### config.mk
export PLATFORM = sky130hd
export DESIGN_NAME = newton_square_root_flat
export DESIGN_NICKNAME = d
export VERILOG_FILES = /design/src/rtl/core/nsqrt_pkg.sv /design/src/rtl/core/nsqrt_in_if.sv /design/src/rtl/core/nsqrt_out_if.sv /design/src/rtl/core/nsqrt_cfg_if.sv /design/src/rtl/core/nsqrt_ctrl.sv /design/src/rtl/core/nsqrt_dp.sv /design/src/rtl/core/newton_square_root.sv /design/src/flat_wrapper.sv
export SDC_FILE = /design/constraint.sdc
export NUM_CORES = 2
export LEC_CHECK = 0
export BUFFER_PORTS_ARGS = -buffer_cell sky130_fd_sc_hd__buf_4
export CORE_MARGIN = 1
export CORE_UTILIZATION = 23
export DETAILED_ROUTE_END_ITERATION = 6
export PLACE_DENSITY = 0.39
export SYNTH_ARGS = -nofsm -noshare
export SYNTH_HDL_FRONTEND = slang
export SYNTH_SLANG_ARGS = --single-unit
### constraint.sdc
create_clock -name clk -period 7.7 [get_ports clk]
set_input_delay 2.31 -clock clk [delete_from_list [all_inputs] [get_ports clk]]
set_output_delay 2.31 -clock clk [all_outputs]
set_load 0.05 [all_outputs]
### src/rtl/core/nsqrt_pkg.sv
`timescale 1ns / 1ps

package nsqrt_pkg;

	localparam int DATA_WIDTH_DEF = 32;
	localparam int FRAC_BITS_DEF  = 16;

	localparam int TOL_W      = 16;
	localparam int ITER_W     = 7;
	localparam int CFG_IDX_W  = 1;
	localparam int CFG_DATA_W = 16;

	localparam logic [CFG_IDX_W-1:0] REG_TOLERANCE = 1'b0;
	localparam logic [CFG_IDX_W-1:0] REG_MAX_ITER  = 1'b1;

	localparam logic [TOL_W-1:0]  TOL_RESET  = 16'd1;
	localparam logic [ITER_W-1:0] ITER_RESET = 7'd16;

	// integer-part thresholds for the starting guess
	localparam int THR_W = 13;
	localparam logic [THR_W-1:0] THR_HUGE  = 13'd4500;
	localparam logic [THR_W-1:0] THR_BIG   = 13'd400;
	localparam logic [THR_W-1:0] THR_MID   = 13'd60;
	localparam logic [THR_W-1:0] THR_SMALL = 13'd17;

	// Q0.16 scale factors for the starting guess
	localparam int COEF_W = 16;
	localparam logic [COEF_W-1:0] COEF_HUGE  = 16'd1311;
	localparam logic [COEF_W-1:0] COEF_BIG   = 16'd3277;
	localparam logic [COEF_W-1:0] COEF_MID   = 16'd6554;
	localparam logic [COEF_W-1:0] COEF_SMALL = 16'd13107;
	localparam logic [COEF_W-1:0] COEF_TINY  = 16'd32768;

	typedef struct packed {
		logic load;
		logic mul;
		logic init;
		logic div_start;
		logic div_step;
		logic step;
		logic commit;
		logic out_load;
	} nsqrt_cmd_t;

	typedef struct packed {
		logic nonpos;
		logic div_last;
		logic converged;
		logic at_cap;
	} nsqrt_stat_t;

endpackage

### src/rtl/core/nsqrt_in_if.sv
`timescale 1ns / 1ps

interface nsqrt_in_if #(
	parameter int DATA_WIDTH = 32
);
	logic                         valid;
	logic                         ready;
	logic signed [DATA_WIDTH-1:0] value;

	modport source (output valid, output value, input ready);
	modport sink (input valid, input value, output ready);
endinterface

### src/rtl/core/nsqrt_out_if.sv
`timescale 1ns / 1ps

interface nsqrt_out_if #(
	parameter int DATA_WIDTH = 32
);
	logic                         valid;
	logic                         ready;
	logic signed [DATA_WIDTH-1:0] root;
	logic                         capped;

	modport source (output valid, output root, output capped, input ready);
	modport sink (input valid, input root, input capped, output ready);
endinterface

### src/rtl/core/nsqrt_cfg_if.sv
`timescale 1ns / 1ps

interface nsqrt_cfg_if
	import nsqrt_pkg::*;
();
	logic                  valid;
	logic                  ready;
	logic [CFG_IDX_W-1:0]  index;
	logic [CFG_DATA_W-1:0] data;

	modport source (output valid, output index, output data, input ready);
	modport sink (input valid, input index, input data, output ready);
endinterface

### src/rtl/core/nsqrt_ctrl.sv
`timescale 1ns / 1ps

module nsqrt_ctrl
	import nsqrt_pkg::*;
(
	input  logic        clk,
	input  logic        arst_n,
	input  logic        in_valid,
	output logic        in_ready,
	output logic        out_valid,
	input  logic        out_ready,
	input  nsqrt_stat_t stat,
	output nsqrt_cmd_t  cmd
);

	typedef enum logic [6:0] {
		S_IDLE   = 7'b0000001,
		S_GUESS  = 7'b0000010,
		S_INIT   = 7'b0000100,
		S_DIV    = 7'b0001000,
		S_STEP   = 7'b0010000,
		S_CHECK  = 7'b0100000,
		S_FINISH = 7'b1000000
	} state_t;

	state_t state_q, state_d;
	logic   out_valid_q;

	assign in_ready  = (state_q == S_IDLE);
	assign out_valid = out_valid_q;

	always_comb begin
		state_d = state_q;
		cmd     = '0;
		case (state_q)
			S_IDLE: begin
				if (in_valid) begin
					cmd.load = 1'b1;
					state_d  = S_GUESS;
				end
			end
			S_GUESS: begin
				cmd.mul = 1'b1;
				state_d = stat.nonpos ? S_FINISH : S_INIT;
			end
			S_INIT: begin
				cmd.init      = 1'b1;
				cmd.div_start = 1'b1;
				state_d       = S_DIV;
			end
			S_DIV: begin
				cmd.div_step = 1'b1;
				if (stat.div_last) begin
					state_d = S_STEP;
				end
			end
			S_STEP: begin
				cmd.step = 1'b1;
				state_d  = S_CHECK;
			end
			S_CHECK: begin
				cmd.commit = 1'b1;
				if (stat.converged || stat.at_cap) begin
					state_d = S_FINISH;
				end else begin
					cmd.div_start = 1'b1;
					state_d       = S_DIV;
				end
			end
			S_FINISH: begin
				if (!out_valid_q || out_ready) begin
					cmd.out_load = 1'b1;
					state_d      = S_IDLE;
				end
			end
			default: begin
				state_d = S_IDLE;
			end
		endcase
	end

	always_ff @(posedge clk or negedge arst_n) begin
		if (!arst_n) begin
			state_q     <= S_IDLE;
			out_valid_q <= 1'b0;
		end else begin
			state_q <= state_d;
			if (cmd.out_load) begin
				out_valid_q <= 1'b1;
			end else if (out_ready) begin
				out_valid_q <= 1'b0;
			end
		end
	end

endmodule

### src/rtl/core/nsqrt_dp.sv
`timescale 1ns / 1ps

module nsqrt_dp
	import nsqrt_pkg::*;
#(
	parameter int DATA_WIDTH = DATA_WIDTH_DEF,
	parameter int FRAC_BITS  = FRAC_BITS_DEF
) (
	input  logic                         clk,
	input  logic                         arst_n,
	input  nsqrt_cmd_t                   cmd,
	output nsqrt_stat_t                  stat,
	input  logic signed [DATA_WIDTH-1:0] value,
	input  logic [TOL_W-1:0]             tolerance_lsb,
	input  logic [ITER_W-1:0]            max_iterations,
	output logic signed [DATA_WIDTH-1:0] root,
	output logic                         capped
);

	localparam int W      = DATA_WIDTH;
	localparam int IW     = W - FRAC_BITS;
	localparam int CW     = IW + THR_W;
	localparam int PW     = W + COEF_W;
	localparam int NSTEP  = W + FRAC_BITS;
	localparam int CNT_W  = $clog2(NSTEP);
	localparam logic [CNT_W-1:0] CNT_LAST = CNT_W'(NSTEP - 1);
	localparam logic [W-1:0]     POS_MAX  = {1'b0, {(W-1){1'b1}}};
	localparam logic [W-1:0]     ONE      = W'(1);

	logic [W-1:0]      value_q;
	logic [PW-1:0]     prod_q;
	logic [W-1:0]      x_q;
	logic [W-1:0]      nx_q;
	logic [W-1:0]      num_q;
	logic [W-1:0]      rem_q;
	logic [W-1:0]      quo_q;
	logic              sat_q;
	logic [CNT_W-1:0]  div_cnt_q;
	logic [ITER_W-1:0] iter_q;
	logic              cap_q;
	logic [W-1:0]      root_q;
	logic              capped_q;

	logic [CW-1:0]     int_part;
	logic [COEF_W-1:0] coef;
	logic [W-1:0]      guess;
	logic [W-1:0]      rem_shift;
	logic              take;
	logic [W-1:0]      quo_final;
	logic [W:0]        sum;
	logic [W-1:0]      half;
	logic [W-1:0]      nx_next;
	logic [W-1:0]      diff;
	logic [ITER_W-1:0] steps;

	// starting guess scale by magnitude
	assign int_part = {{THR_W{1'b0}}, value_q[W-1:FRAC_BITS]};

	always_comb begin
		if (int_part >= {{IW{1'b0}}, THR_HUGE}) begin
			coef = COEF_HUGE;
		end else if (int_part >= {{IW{1'b0}}, THR_BIG}) begin
			coef = COEF_BIG;
		end else if (int_part >= {{IW{1'b0}}, THR_MID}) begin
			coef = COEF_MID;
		end else if (int_part >= {{IW{1'b0}}, THR_SMALL}) begin
			coef = COEF_SMALL;
		end else begin
			coef = COEF_TINY;
		end
	end

	assign guess = (prod_q[PW-1:COEF_W] == '0) ? ONE : prod_q[PW-1:COEF_W];

	// restoring division of value << frac by the estimate, one bit a cycle
	assign rem_shift = {rem_q[W-2:0], num_q[W-1]};
	assign take      = (rem_shift >= x_q);
	assign quo_final = sat_q ? {W{1'b1}} : quo_q;

	assign sum  = {1'b0, x_q} + {1'b0, quo_final};
	assign half = sum[W:1];

	always_comb begin
		if (half[W-1]) begin
			nx_next = POS_MAX;
		end else if (half == '0) begin
			nx_next = ONE;
		end else begin
			nx_next = half;
		end
	end

	assign diff  = (nx_q >= x_q) ? (nx_q - x_q) : (x_q - nx_q);
	assign steps = (max_iterations == '0) ? ITER_W'(1) : max_iterations;

	assign stat.nonpos    = (value_q == '0) || value_q[W-1];
	assign stat.div_last  = (div_cnt_q == CNT_LAST);
	assign stat.converged = (diff <= W'(tolerance_lsb));
	assign stat.at_cap    = (iter_q == steps);

	always_ff @(posedge clk) begin
		if (cmd.load) begin
			value_q <= value;
		end
		if (cmd.mul) begin
			prod_q <= PW'(value_q) * PW'(coef);
		end
		if (cmd.init) begin
			x_q <= guess;
		end else if (cmd.commit) begin
			x_q <= nx_q;
		end
		if (cmd.div_start) begin
			num_q <= value_q;
			rem_q <= '0;
			quo_q <= '0;
			sat_q <= 1'b0;
		end else if (cmd.div_step) begin
			num_q <= {num_q[W-2:0], 1'b0};
			rem_q <= take ? (rem_shift - x_q) : rem_shift;
			quo_q <= {quo_q[W-2:0], take};
			sat_q <= sat_q | quo_q[W-1];
		end
		if (cmd.step) begin
			nx_q <= nx_next;
		end
		if (cmd.out_load) begin
			root_q   <= stat.nonpos ? value_q : x_q;
			capped_q <= cap_q;
		end
	end

	always_ff @(posedge clk or negedge arst_n) begin
		if (!arst_n) begin
			div_cnt_q <= '0;
			iter_q    <= '0;
			cap_q     <= 1'b0;
		end else begin
			if (cmd.div_start) begin
				div_cnt_q <= '0;
			end else if (cmd.div_step) begin
				div_cnt_q <= div_cnt_q + CNT_W'(1);
			end
			if (cmd.mul) begin
				iter_q <= '0;
			end else if (cmd.step) begin
				iter_q <= iter_q + ITER_W'(1);
			end
			if (cmd.load) begin
				cap_q <= 1'b0;
			end else if (cmd.commit) begin
				cap_q <= !stat.converged;
			end
		end
	end

	assign root   = root_q;
	assign capped = capped_q;

	a_guess_nonzero: assert property (@(posedge clk) disable iff (!arst_n)
		cmd.init |=> (x_q != '0))
		else $error("starting guess is zero");

	a_estimate_range: assert property (@(posedge clk) disable iff (!arst_n)
		cmd.commit |=> ((x_q != '0) && !x_q[W-1]))
		else $error("estimate out of range after update");

	a_step_below_cap: assert property (@(posedge clk) disable iff (!arst_n)
		cmd.step |-> (iter_q < steps))
		else $error("newton step issued past the iteration cap");

endmodule

### src/rtl/core/newton_square_root.sv
`timescale 1ns / 1ps

// Fixed-point square root by Newton steps (signed, FRAC_BITS fraction bits).
// operand: one word per value, taken when valid and ready are high; ready is
// high only while no value is in progress.
// result: one word per operand, root and capped flag, held in an output
// register until taken, so a new operand is accepted while it waits.
// cfg: tolerance_lsb (index 0) and max_iterations (index 1), always ready;
// write only while idle. Reset restores 1 and 16 and empties the block.
// Sequence from acceptance to result valid:
//   operand zero or negative: S_GUESS, then S_FINISH loads the output register;
//   otherwise: S_GUESS, S_INIT, then per Newton step the one-bit-a-cycle divider
//   (S_DIV), S_STEP and S_CHECK, then S_FINISH loads the output register.
// Throughput: one operand at a time; the next is accepted on the cycle after
// the result is loaded into the output register.
// A stalled receiver holds the result; a finished computation waits for the
// output register to free before loading.

module newton_square_root
	import nsqrt_pkg::*;
#(
	parameter int DATA_WIDTH = DATA_WIDTH_DEF,
	parameter int FRAC_BITS  = FRAC_BITS_DEF
) (
	input  logic        clk,
	input  logic        arst_n,
	nsqrt_in_if.sink    operand,
	nsqrt_out_if.source result,
	nsqrt_cfg_if.sink   cfg
);

	logic [TOL_W-1:0]  tolerance_q;
	logic [ITER_W-1:0] max_iter_q;
	nsqrt_cmd_t        cmd;
	nsqrt_stat_t       stat;

	assign cfg.ready = 1'b1;

	always_ff @(posedge clk or negedge arst_n) begin
		if (!arst_n) begin
			tolerance_q <= TOL_RESET;
			max_iter_q  <= ITER_RESET;
		end else if (cfg.valid) begin
			case (cfg.index)
				REG_TOLERANCE: tolerance_q <= cfg.data[TOL_W-1:0];
				REG_MAX_ITER:  max_iter_q  <= cfg.data[ITER_W-1:0];
				default: begin
				end
			endcase
		end
	end

	nsqrt_ctrl u_ctrl (
		.clk       (clk),
		.arst_n    (arst_n),
		.in_valid  (operand.valid),
		.in_ready  (operand.ready),
		.out_valid (result.valid),
		.out_ready (result.ready),
		.stat      (stat),
		.cmd       (cmd)
	);

	nsqrt_dp #(
		.DATA_WIDTH (DATA_WIDTH),
		.FRAC_BITS  (FRAC_BITS)
	) u_dp (
		.clk            (clk),
		.arst_n         (arst_n),
		.cmd            (cmd),
		.stat           (stat),
		.value          (operand.value),
		.tolerance_lsb  (tolerance_q),
		.max_iterations (max_iter_q),
		.root           (result.root),
		.capped         (result.capped)
	);

endmodule
### src/flat_wrapper.sv
// flat-port wrapper written by rule: the top's interface ports become plain ports
module newton_square_root_flat import nsqrt_pkg::*;
#(
	parameter int DATA_WIDTH = DATA_WIDTH_DEF,
	parameter int FRAC_BITS  = FRAC_BITS_DEF
)
  (clk, arst_n, operand_valid, operand_value, operand_ready, result_valid, result_root, result_capped, result_ready, cfg_valid, cfg_index, cfg_data, cfg_ready);
  nsqrt_in_if #(.DATA_WIDTH(DATA_WIDTH)) operand_i ();
  nsqrt_out_if #(.DATA_WIDTH(DATA_WIDTH)) result_i ();
  nsqrt_cfg_if cfg_i ();
  input  logic clk;
  input  logic arst_n;
  input wire logic [$bits(operand_i.valid)-1:0] operand_valid;
  input wire logic [$bits(operand_i.value)-1:0] operand_value;
  output wire logic [$bits(operand_i.ready)-1:0] operand_ready;
  output wire logic [$bits(result_i.valid)-1:0] result_valid;
  output wire logic [$bits(result_i.root)-1:0] result_root;
  output wire logic [$bits(result_i.capped)-1:0] result_capped;
  input wire logic [$bits(result_i.ready)-1:0] result_ready;
  input wire logic [$bits(cfg_i.valid)-1:0] cfg_valid;
  input wire logic [$bits(cfg_i.index)-1:0] cfg_index;
  input wire logic [$bits(cfg_i.data)-1:0] cfg_data;
  output wire logic [$bits(cfg_i.ready)-1:0] cfg_ready;
  assign operand_i.valid = operand_valid;
  assign operand_i.value = operand_value;
  assign operand_ready = operand_i.ready;
  assign result_valid = result_i.valid;
  assign result_root = result_i.root;
  assign result_capped = result_i.capped;
  assign result_i.ready = result_ready;
  assign cfg_i.valid = cfg_valid;
  assign cfg_i.index = cfg_index;
  assign cfg_i.data = cfg_data;
  assign cfg_ready = cfg_i.ready;
  newton_square_root #(.DATA_WIDTH(DATA_WIDTH), .FRAC_BITS(FRAC_BITS)) u_core (.clk(clk), .arst_n(arst_n), .operand(operand_i), .result(result_i), .cfg(cfg_i));
endmodule
Yosys cells after proc, flatten, opt, wreduce, memory -nomap -nowiden
Cells that the tools add are included.
W data, S select, Z words.
{"block": "word_totals", "ff_bits": 318, "input_bits": 54, "out_inout_bits": 36}
{"block": "op_classes", "n_addsub": 6, "n_mul": 1, "order_cmp": 7, "n_eq_ne": 12, "muxes": 40, "bitwise": 2, "n_reduce_logical": 18}
{"operator": "$mux W32", "n": 8}
{"operator": "$logic_not A32 Y1", "n": 3}
{"operator": "$ge A32 B32 Y1", "n": 2}
{"operator": "$mux W16", "n": 4}
{"operator": "$sub A32 B32 Y32", "n": 2}
{"operator": "$mux W31", "n": 2}
{"operator": "$mux W7", "n": 8}
{"operator": "$pmux W7 S7", "n": 1}
{"operator": "$mul A32 B16 Y48", "n": 1}
{"operator": "$add A32 B32 Y33", "n": 1}
{"operator": "$le A32 B16 Y1", "n": 1}
{"operator": "$sub A31 B31 Y31", "n": 1}
{"operator": "$ge A16 B13 Y1 const B", "n": 1}
{"operator": "$ge A16 B5 Y1 const B", "n": 1}
{"operator": "$ge A16 B6 Y1 const B", "n": 1}
{"operator": "$ge A16 B9 Y1 const B", "n": 1}
{"operator": "$mux W1", "n": 14}
{"operator": "$mux W6", "n": 2}
{"operator": "$reduce_bool A2 Y1", "n": 5}
{"operator": "$add A7 B1 Y7 const B", "n": 1}
{"operator": "$eq A7 B1 Y1 const B", "n": 1}
{"operator": "$eq A7 B2 Y1 const B", "n": 1}
{"operator": "$eq A7 B3 Y1 const B", "n": 1}
{"operator": "$eq A7 B4 Y1 const B", "n": 1}
{"operator": "other kinds (17)", "n": 22}

Logic depth before layout (Yosys ltp)
{"block": "logic_depth", "ltp_word": 7, "ltp_mapped": 34}

By module
A second synthesis with hierarchy kept.
{"block": "unflattened", "hier_cells": 3434, "area_unflattened_um2": 32886.5}
{"module": "nsqrt_dp", "instances": 1, "cells_each": 3333, "area_per_inst_um2": 31487.7, "seq_area_each_um2": 7397.1}
{"module": "newton_square_root", "instances": 1, "cells_each": 52, "area_per_inst_um2": 922.1, "seq_area_each_um2": 578.1}
{"module": "nsqrt_ctrl", "instances": 1, "cells_each": 49, "area_per_inst_um2": 476.7, "seq_area_each_um2": 201.4}

Least setup slack after synthesis
No wires, ideal clock.
{"block": "synth_timing", "path_type": "flip-flop to flip-flop", "from": "reg u_core.u_dp.value_q[27]", "to": "reg u_core.u_dp.prod_q[41], data pin", "setup_ps": 258, "t_arrival_ps": 7744, "slack_ps": -302, "stages_incl_launch_ff": 31, "synth_period_minus_slack_ps": 8002, "cell_sequence": "edfxtp_1 > buf_6 > or3_1 > clkbuf_1 > or4_4 > a31oi_4 > nand2b_1 > clkbuf_1 > buf_1 > nand2_1 > fa_1 > fa_1 > fa_1 > inv_1 > fa_1 > fa_1 > inv_1 > fa_1 > inv_1 > ha_1 > a21o_1 > a21o_1 > a211oi_1 > inv_1 > nor2_1 > o31a_4 > o21ai_4 > a41oi_4 > o21bai_2 > a21oi_1 > xnor2_1"}
{"block": "synth_between", "elab_chain_len": 6, "elab_cells_between_ends": 9, "cone_classes": "mul: 1; order compare: 4; mux: 4"}
{"item": "start, declared", "line": "nsqrt_dp.sv:30", "text": "logic [W-1:0] value_q;"}
{"item": "start signal, assigned", "line": "nsqrt_dp.sv:103", "text": "value_q <= value;"}
{"item": "$ge A16 B5 Y1", "line": "nsqrt_dp.sv:66", "text": "end else if (int_part >= {{IW{1'b0}}, THR_SMALL}) begin"}
{"item": "$mux W16", "line": "nsqrt_dp.sv:66"}
{"item": "$mux W16", "line": "nsqrt_dp.sv:64", "text": "end else if (int_part >= {{IW{1'b0}}, THR_MID}) begin"}
{"item": "$mux W16", "line": "nsqrt_dp.sv:62", "text": "end else if (int_part >= {{IW{1'b0}}, THR_BIG}) begin"}
{"item": "$mux W16", "line": "nsqrt_dp.sv:60", "text": "if (int_part >= {{IW{1'b0}}, THR_HUGE}) begin"}
{"item": "$mul A32 B16 Y48 (*)", "line": "nsqrt_dp.sv:106", "text": "prod_q <= PW'(value_q) * PW'(coef);"}
{"item": "end signal, assigned", "line": "nsqrt_dp.sv:106"}
{"item": "end, declared", "line": "nsqrt_dp.sv:31", "text": "logic [PW-1:0] prod_q;"}
Mark *: on every way between the ends. The rest lies on a longest branch, timed or not.
A chain may end at the register's enable or synchronous reset.

Worst setup path in the final report
{"block": "layout_timing", "from": "reg u_core.u_dp.value_q[26]", "to": "reg u_core.u_dp.prod_q[43], data pin"}
The elaborated chain is that of the path after synthesis.

==> results_dict.tcl <==
set metrics [dict create \
    path_buf_inv 5 \
    grt-ovfl-total 0 \
    routed_via_density 4.41 \
    grt_max_degree 60 \
    synth-seq-cells 301 \
    relSlewSlack 0.293 \
    post-dp-hpwl_um 88900 \
    crit_path_frequent_cell "fa_1" \
    drc_errors 0 \
    worstSetupEndpointType "flop" \
    worst_pin_slew_ns 1.05 \
    ctsHoldBuffers 0 \
    cpMaxStageDelayCell "or4_4" \
    synth_enable_flop_cells 192 \
    cts_sinks 301 \
    synth.avg_cell_area_um2 9.67 \
    yosys_warnings 0 \
    setup-tns-final_ns 0 \
    area_growth_pct 17.6 \
    finalSetupViolations 0 \
    io_buffers 88 \
    maxSlewViolCount 0 \
    num_rows 137 \
    grt_pass1_wl_um 164000 \
    cts_buffers 39 \
    max_cap_violations 0 \
    num_vias 24352 \
    grt_pass1_vias 25722 \
    final_nets 4350 \
    synth_area_um2 32700 \
    synth_cell_types 96 \
    synth_top_area_share 0.238 \
    worstSkewPairLatency_ns 0.61 \
    clk_path_buf_depth 3 \
    synth-async-reset-ratio 0.150 \
    ioPinCount 90 \
    yosysTopAreaCell "fa_1" \
    place.gp.congestion 0.862 \
    period_needed_ns 7.70 \
    min_path_type "flop to flop" \
    fin_crit_sh 1.00 \
    initial_core_util 0.233 \
    wl_per_cell_um 19.5 \
    final_layout_size_suffix_gt1_frac 0.146 \
    worstPathRequired_ns 8.04 \
    antenna_found_initial 5 \
    slowest_delay_ns 0.55 \
    ant_nets 0 \
    crit_family "adder cells" \
    cts_tree "done" \
    worst_setup_path_start_kind "flop" \
    cts-root-buf "clkbuf_16" \
    crit_type "flop to flop" \
    firstDrtPassIters 7 \
    hold_viol 0 \
    synth.area.top_cells "fa_1, edfxtp_1, ha_1" \
    die_area_um2 144000 \
    synth-seq-area-share 0.250 \
    grt_use_total 0.152 \
    worst-endpoint-arrival_ns 8.04 \
    synth_ff_type "edfxtp_1" \
    clock.fmax_mhz 130 \
    rsz0062_at_grt "yes" \
    die_y_um 379 \
    chipWidth_um 379 \
    clock_skew_ns 0.0216 \
    worstPathMaxFanout 8 \
    path_clk_slew_ns 0.06 \
    syn_inst 3383 \
    outcome "finished clean" \
    drt_wl_total_um 108000 \
    drtIter0Drc 1388 \
    cts_max_level 2 \
    core_area_um2 140000 \
]
==> state kept, by name (all words and copies together), names as in the netlist, 6 cells and up <==
name	cells
u_core.u_dp.nx_q	31
u_core.u_dp.num_q	32
u_core.u_dp.value_q	32
u_core.u_ctrl.state_q	7
u_core.u_dp.rem_q	31
u_core.u_dp.iter_q	7
u_core.tolerance_q	16
u_core.max_iter_q	7
u_core.u_dp.quo_q	32
u_core.u_dp.prod_q	32
u_core.u_dp.root	32
u_core.u_dp.div_cnt_q	6
u_core.u_dp.x_q	32
==> kinds of logic after synthesis <==
kind of cell    share of synthesized area
simple gates                        0.124
buf+inv                            0.0880
fa+ha+maj                           0.348
compound gates                      0.133
flops                               0.250
xor+xnor                           0.0327
mux                                0.0233
other cells                      0.000230
==> path summary, 6_finish.rpt <==
check	startpoint	end	slack [ns]	cells after the start
max in group asynchronous	arst_n	u_core.u_dp.div_cnt_q[3]	5.55	1
setup / recovery	u_core.u_dp.value_q[26]	u_core.u_dp.prod_q[43]	0.001	29
min in group asynchronous	arst_n	u_core.max_iter_q[3]	1.73	1
hold reg to reg	u_core.u_dp.cap_q	u_core.u_dp.capped	0.46	0
setup reg to reg	u_core.u_dp.value_q[26]	u_core.u_dp.prod_q[43]	0.001	29
hold / removal	u_core.u_dp.cap_q	u_core.u_dp.capped	0.46	0
==> per-stage QoR <==
stage / hold slack [ns] / cells / setup slack, ns / utilization / cell area (um^2)
floorplan: 0.425 / 3439 / 0.0171 / - / 32900
global route: 0.475 / 5525 / -0.239 / 0.274 / 38500
detailed placement: 0.448 / 5443 / -0.295 / 0.263 / 36800
global placement: 0.445 / 5443 / -0.207 / 0.263 / 36800
CTS: 0.462 / 5523 / 0.00526 / 0.273 / 38300
finish: 0.457 / 5528 / 0.00139 / 0.274 / 38500
==> cell usage after synthesis, drive strengths merged, types with 9 or more instances <==
cell type and count:
inv 593, fa 388, nand2 328, ha 290, edfxtp 192, o21ai 150
a21oi 144, nor2 123, clkbuf 108, and2 78, a21o 70, xnor2 67
a22o 65, dfxtp 64, xor2 55, buf 44, nand4 43, dfrtp 42
nand3 41, mux2 40, or2 36, and3 32, mux2i 31, nor3 31
a211oi 27, nand2b 26, nor4 23, a31oi 22, o2bb2ai 22, o21a 21
o211ai 19, or3 18, nor2b 17, o21bai 14, o31ai 9
==> metal layers <==
layer | wire, um | up-vias | track usage
met2 | 48500 | 441 | 0.243
met3 | 4200 | 80 | 0.0181
met4 | 1870 | 0 | 0.0284
li1 | - | 11697 | -
met1 | 53300 | 12134 | 0.219
met5 | 0 | - | 0
==> worst register-to-register path, delay by kind of cell, from the launching register on <==
| kind | cells | cell delay [ns] |
|---|---|---|
| adder cells (fa/ha/maj) | 7 | 3.10 |
| AO/OA/AOI/OAI | 11 | 2.07 |
| AND/OR/NAND/NOR | 5 | 1.29 |
| buffers and inverters | 5 | 0.46 |
| flip-flops | 1 | 0.38 |
| XOR/XNOR | 1 | 0.13 |
==> layout by cell type (no fill, tap or decap), drive strengths merged, types with 49 or more instances in the layout <==
cell	n
o21ai	150
xor2	55
conb	58
buf	290
xnor2	67
edfxtp	192
dfxtp	64
clkbuf	49
nand2	328
a22o	65
inv	599
nor2	123
fa	388
ha	290
a21oi	144
and2	78
a21o	70
==> area by class of cell <==
class	instances	area, um^2
fillers	15149	102000
clock inverters	23	208
diodes	3	7.51
repair buffers	290	2280
flip-flops and latches	301	8180
well taps	1876	2350
inverters	593	2230
multi-input cells	2393	22200
clock buffers	49	1030
==> what timing repair did <==
action	CTS	global route
pin swaps	46	36
endpoints found under the setup margin	15	18
buffers inserted	8	7
gates cloned	1	0
gates resized for setup	41	53
Power is not shown: default switching activity piles up to over one toggle a cycle in this logic, so the estimate is an artifact.
